**src/ttuv_pkg.sv**
```systemverilog
`timescale 1ns / 1ps
`default_nettype none
package ttuv_pkg;
    localparam int POS_WIDTH_DEF = 32;
    localparam int UV_WIDTH_DEF  = 16;
    localparam int TAN_WIDTH     = 18;
endpackage
`default_nettype wire

```
**src/ttuv_front.sv**
```systemverilog
`timescale 1ns / 1ps
`default_nettype none
module ttuv_front #(
    parameter int POS_WIDTH = ttuv_pkg::POS_WIDTH_DEF,
    parameter int UV_WIDTH  = ttuv_pkg::UV_WIDTH_DEF
) (
    input  wire logic                 clk,
    input  wire logic                 rst_n,
    input  wire logic                 in_valid,
    output logic                      in_ready,
    input  wire logic [POS_WIDTH-1:0] px,
    input  wire logic [POS_WIDTH-1:0] py,
    input  wire logic [POS_WIDTH-1:0] pz,
    input  wire logic [UV_WIDTH-1:0]  tu,
    input  wire logic [UV_WIDTH-1:0]  tv,
    input  wire logic                 lm,
    output logic                      q_valid,
    input  wire logic                 q_ready,
    output logic [POS_WIDTH*3-1:0]    q_p0,
    output logic [POS_WIDTH*3-1:0]    q_p1,
    output logic [POS_WIDTH*3-1:0]    q_p2,
    output logic [UV_WIDTH*2-1:0]     q_t0,
    output logic [UV_WIDTH*2-1:0]     q_t1,
    output logic [UV_WIDTH*2-1:0]     q_t2
);
    localparam int QD = 2;
    logic [1:0] phase_reg;
    logic [POS_WIDTH*3-1:0] h0_reg, h1_reg;
    logic [UV_WIDTH*2-1:0]  g0_reg, g1_reg;
    logic [POS_WIDTH*3-1:0] qp0_reg [QD], qp1_reg [QD], qp2_reg [QD];
    logic [UV_WIDTH*2-1:0]  qt0_reg [QD], qt1_reg [QD], qt2_reg [QD];
    logic wp_reg, rp_reg;
    logic [1:0] cnt_reg;
    logic acc, push, pop;

    assign in_ready = (phase_reg != 2'd2) || (cnt_reg != 2'(QD));
    assign acc = in_valid && in_ready;
    assign push = acc && (phase_reg == 2'd2);
    assign q_valid = cnt_reg != 2'd0;
    assign pop = q_valid && q_ready;
    assign q_p0 = qp0_reg[rp_reg];
    assign q_p1 = qp1_reg[rp_reg];
    assign q_p2 = qp2_reg[rp_reg];
    assign q_t0 = qt0_reg[rp_reg];
    assign q_t1 = qt1_reg[rp_reg];
    assign q_t2 = qt2_reg[rp_reg];

    always_ff @(posedge clk or negedge rst_n)
    begin
        if (!rst_n)
        begin
            phase_reg <= 2'd0;
            wp_reg <= 1'b0;
            rp_reg <= 1'b0;
            cnt_reg <= 2'd0;
            h0_reg <= '0;
            h1_reg <= '0;
            g0_reg <= '0;
            g1_reg <= '0;
        end
        else
        begin
            if (acc)
            begin
                if (phase_reg == 2'd2)
                    phase_reg <= 2'd0;
                else
                begin
                    if (phase_reg == 2'd0)
                    begin
                        h0_reg <= {pz, py, px};
                        g0_reg <= {tv, tu};
                    end
                    else
                    begin
                        h1_reg <= {pz, py, px};
                        g1_reg <= {tv, tu};
                    end
                    phase_reg <= lm ? 2'd0 : phase_reg + 2'd1;
                end
            end
            if (push)
                wp_reg <= ~wp_reg;
            if (pop)
                rp_reg <= ~rp_reg;
            cnt_reg <= cnt_reg + {1'b0, push} - {1'b0, pop};
        end
    end

    always_ff @(posedge clk)
    begin
        if (push)
        begin
            qp0_reg[wp_reg] <= h0_reg;
            qp1_reg[wp_reg] <= h1_reg;
            qp2_reg[wp_reg] <= {pz, py, px};
            qt0_reg[wp_reg] <= g0_reg;
            qt1_reg[wp_reg] <= g1_reg;
            qt2_reg[wp_reg] <= {tv, tu};
        end
    end

    a_cnt: assert property (@(posedge clk) disable iff (!rst_n) cnt_reg <= 2'(QD))
        else $error("queue overflow");
    a_push: assert property (@(posedge clk) disable iff (!rst_n)
        push && !pop |=> cnt_reg == $past(cnt_reg) + 2'd1)
        else $error("push lost");
    a_ph: assert property (@(posedge clk) disable iff (!rst_n) phase_reg != 2'd3)
        else $error("bad phase");
endmodule
`default_nettype wire

```
**config.mk**
```make
export PLATFORM = sky130hd
export DESIGN_NAME = ttuv_front
export DESIGN_NICKNAME = d
export VERILOG_FILES = /design/src/ttuv_pkg.sv /design/src/ttuv_front.sv
export SDC_FILE = /design/constraint.sdc
export NUM_CORES = 1
export LEC_CHECK = 0
export ABC_CLOCK_PERIOD_IN_PS = 57200
export BUFFER_PORTS_ARGS = -buffer_cell sky130_fd_sc_hd__buf_4
export CAP_MARGIN = 25
export CORE_ASPECT_RATIO = 0.9
export CORE_MARGIN = 2
export CORE_UTILIZATION = 55
export DETAILED_ROUTE_END_ITERATION = 12
export GPL_TIMING_DRIVEN = 0
export PLACE_DENSITY_LB_ADDON = 0.3
export SETUP_SLACK_MARGIN = 0.15
export SYNTH_ARGS = -nofsm -noshare
export SYNTH_HDL_FRONTEND = slang
export SYNTH_SLANG_ARGS = --single-unit
export TNS_END_PERCENT = 1
```
**constraint.sdc**
```tcl
create_clock -name clk -period 57.2 [get_ports clk]
set_clock_uncertainty 0.15 [all_clocks]
set_input_delay 8.58 -clock clk [delete_from_list [all_inputs] [get_ports clk]]
set_output_delay 8.58 -clock clk [all_outputs]
set_load 0.05 [all_outputs]
```
==> results.sh <==
export IMPL_timing_hold_worst_start="h0_reg[89]"
export IMPL_power_clock_fraction=0.245
export IMPL_critical_path_cell_chain="buf_2 -> buf_2 -> buf_2 -> mux2_2 -> buf_4"
export IMPL_post_synth_instance_area_sq_um=38100
export IMPL_ctsResizeCount=0
export IMPL_drive_above_1_share=0.562
export IMPL_timing_critical_path_max_delay_family="buffers and inverters"
export IMPL_max_cap_violations=0
export IMPL_critical_path_startpoint_type="flop"
export IMPL_relSlewSlack=0.503
export IMPL_net_switching_power_uw=880
export IMPL_worst_endpoint_arrival_ps=2620
export IMPL_layout_core_utilization=0.687
export IMPL_fmax_mhz=88.1
export IMPL_synth_top_area_frac=0.605
export IMPL_post_dp_hpwl_microns=54400
export IMPL_synth_top_flop_cell="sky130_fd_sc_hd__edfxtp_1"
export IMPL_syn_num_nets=1905
export IMPL_reg2reg_setup_slack_ps=53540
export IMPL_detail_route_iter0_violations=1002
export IMPL_holdPathStages=0
export IMPL_count_of_nets_after_finishing=2573
export IMPL_power_switching_fraction=0.343
export IMPL_drt_first_pass_iters=5
export IMPL_drt_antenna_violating_nets=0
export IMPL_clockRootBuffer="sky130_fd_sc_hd__clkbuf_16"
export IMPL_finalWorstSetupSlack_ps=45850
export IMPL_worstPathBufferInverterCount=4
export IMPL_cp_required_ps=48470
export IMPL_place_gp_congestion=0.780
export IMPL_min_delay_path_class="flop to flop"
export IMPL_route_detailed_wl_per_inst_microns=23.4
export IMPL_filler_cell_count=4318
export IMPL_number_of_cell_instances_on_the_worst_register_to_register_path=14
export IMPL_timing_setup_tns_ps=0
export IMPL_met3_usage=0.0626
export IMPL_fraction_of_registers_with_async_set_or_reset_after_synthesis=0.254
export IMPL_report_final_hold_viol_count=0
export IMPL_report_final_setup_viol=0
export IMPL_ctsHoldBuffers=0
export IMPL_setup_repair_after_global_routing_missed_its_margin="false"
export IMPL_synth_edff_count=768
export IMPL_ys_top_cells_by_area="sky130_fd_sc_hd__edfxtp_1 (61%), sky130_fd_sc_hd__dfrtp_1 (17%), sky130_fd_sc_hd__mux2_2 (15%)"
export IMPL_timing_rr_start="phase_reg[0]"
export IMPL_fp_dieH_microns=254
export IMPL_routed_via_density=5.30
export IMPL_layout_worst_path_cycle_share=0.199
export IMPL_tritoncts="built"
export IMPL_outcome="complete, no violations"
export IMPL_cts_post_setup_buffers_inserted=0
export IMPL_placement_rows=91
export IMPL_cp_end_kind="output port"
export IMPL_synth_most_common_cell="sky130_fd_sc_hd__edfxtp_1"
export IMPL_synth_warnings=0
export IMPL_port_buffers=518
export IMPL_internal_power_uw=1690
export IMPL_grt_total_usage=0.224
export IMPL_post_place_ws_ps=45470
export IMPL_numCtsBuffers=98
export IMPL_wire_length_of_the_first_global_routing_pass_microns=119000
export IMPL_crit_path_top_delay_cell="sky130_fd_sc_hd__buf_2"
export IMPL_synthDominantAreaCellType="sky130_fd_sc_hd__edfxtp_1"
export IMPL_floorplan_core_area_sq_um=68500
export IMPL_grt_antenna_before_repair=3
export IMPL_worst_r2r_endpoint="qp0_reg[0][45]"
export IMPL_vdd_ir_drop_worst_mv=0.0356
export IMPL_final_max_slew_viol_count=0
export IMPL_crit_type="flop to output port"
export IMPL_worst_path_largest_cell_delay_ps=470
export IMPL_path_common_cell="sky130_fd_sc_hd__buf_2"
export IMPL_synth_seq_area_share=0.777
export IMPL_ctsLongestPathBuffers=3
export IMPL_met2_usage=0.385
export IMPL_post_synth_inst_count=1769
export IMPL_postSynthRegisterBits=1030
export IMPL_largest_driver_fanout_on_the_critical_path=10
export IMPL_pwr_share_seq=0.413
export IMPL_leading_cell_types_by_count_after_synthesis="sky130_fd_sc_hd__edfxtp_1 (768), sky130_fd_sc_hd__mux2_2 (521), sky130_fd_sc_hd__dfrtp_1 (262), sky130_fd_sc_hd__mux2_4 (120), sky130_fd_sc_hd__buf_2 (44)"
export IMPL_globalRouteOverflowTotal=0
export IMPL_dr_total_vias=18300
export IMPL_top_usage_layer_grt="met2"
export IMPL_die_area_sq_um=71400
export IMPL_starting_density_of_the_core=0.556
export IMPL_drc=0
export IMPL_combinationalPowerShare=0.341
export IMPL_number_of_global_route_vias_before_repair=19500
export IMPL_grt_max_degree=105
export IMPL_global_route_usage_met1=0.276
export IMPL_post_layout_min_period_ps=11350
export IMPL_clkLatencyLatePin_ps=650
export IMPL_total_leakage_power_uw=0.0178
export IMPL_drt_total_wl_microns=80900
export IMPL_power_density_nw_per_um2=54.5
export IMPL_postSynthAreaPerCell_sq_um=21.5
export IMPL_clkSinkCount=1030
export IMPL_clock_pin_slew_reported_for_the_worst_setup_and_hold_paths_after_clock_tree_synthesis_ps=60
export IMPL_netlist_cell_type_count=25
export IMPL_max_slew_worst_pin_slew_ps=741
export IMPL_floorplan_io_pins=519
export IMPL_floorplan_die_width_microns=281
export IMPL_clock_tree_htree_level_count=3
export IMPL_area_growth_syn_to_layout_pct=23.5
export IMPL_worstHoldEndpoint="qp0_reg[0][89]"
## power by group through the flow
stage	Clock (uW)	Sequential, uW	Combinational (uW)
final	630	1060	876
after global routing	670	1080	913
after CTS	641	1060	886
after detailed placement	0	1070	879
after global placement	0	1100	860
after floorplan	0	1070	636
## cells by family after synthesis
kind of cell,after synthesis,synth area share
xor gates and xnor gates,4,0.000920
and+or+nand+nor,15,0.00217
adders and majority gates,3,0.000985
muxes,641,0.201
DFF,1030,0.777
AOI/OAI and AO/OA,3,0.000591
buffers and inverters,73,0.0168
## placed cells by master (no fill, tap or decap), types with 40 or more instances in the layout
cell type                   count
sky130_fd_sc_hd__buf_2         44
sky130_fd_sc_hd__buf_4        519
sky130_fd_sc_hd__buf_6         50
sky130_fd_sc_hd__clkbuf_1      40
sky130_fd_sc_hd__clkbuf_16    100
sky130_fd_sc_hd__dfrtp_1      262
sky130_fd_sc_hd__edfxtp_1     768
sky130_fd_sc_hd__mux2_2       521
sky130_fd_sc_hd__mux2_4       120
## area by class of cell
type | count | area [sq um] | area share
flip-flops and latches | 1030 | 29600 | 0.629
multi-input cells | 666 | 7850 | 0.167
repair buffers | 568 | 4610 | 0.0979
clock buffers | 146 | 2740 | 0.0581
well taps | 930 | 1160 | 0.0247
plain buffers | 71 | 634 | 0.0135
clock inverters | 39 | 434 | 0.00923
inverters | 2 | 7.51 | 0.000160
diodes | 1 | 2.50 | 0.0000532
## worst max path at each step
stage,from,end,slack (ps),depth (start not counted)
after CTS,rp_reg,q_p0[2],45770,5
after detailed placement,in_valid,qp1_reg[0][44],45470,13
after floorplan,in_valid,qp0_reg[0][0],21000,2
after global routing,rp_reg,q_p2[61],45740,5
after global placement,in_valid,qp1_reg[0][44],5800,3
final,rp_reg,q_p2[1],45850,5
## stage by stage
step,std cells,hold WS [ps],total power [uW],instance area (sq um)
3_5_place_dp,3267,301,1950,43900
3_3_place_gp,3217,292,1960,43200
4_1_cts,3452,310,2590,47100
5_1_grt,3453,318,2660,47100
2_1_floorplan,1769,287,1710,38100
6_report,3453,305,2570,47100
## metal layers
layer	vias to the layer above	routed length, microns
li1	8180	-
met1	9504	31400
met2	488	41400
met3	128	5960
met4	2	2200
met5	-	12
Note: power is estimated with default switching activity, not from simulation.
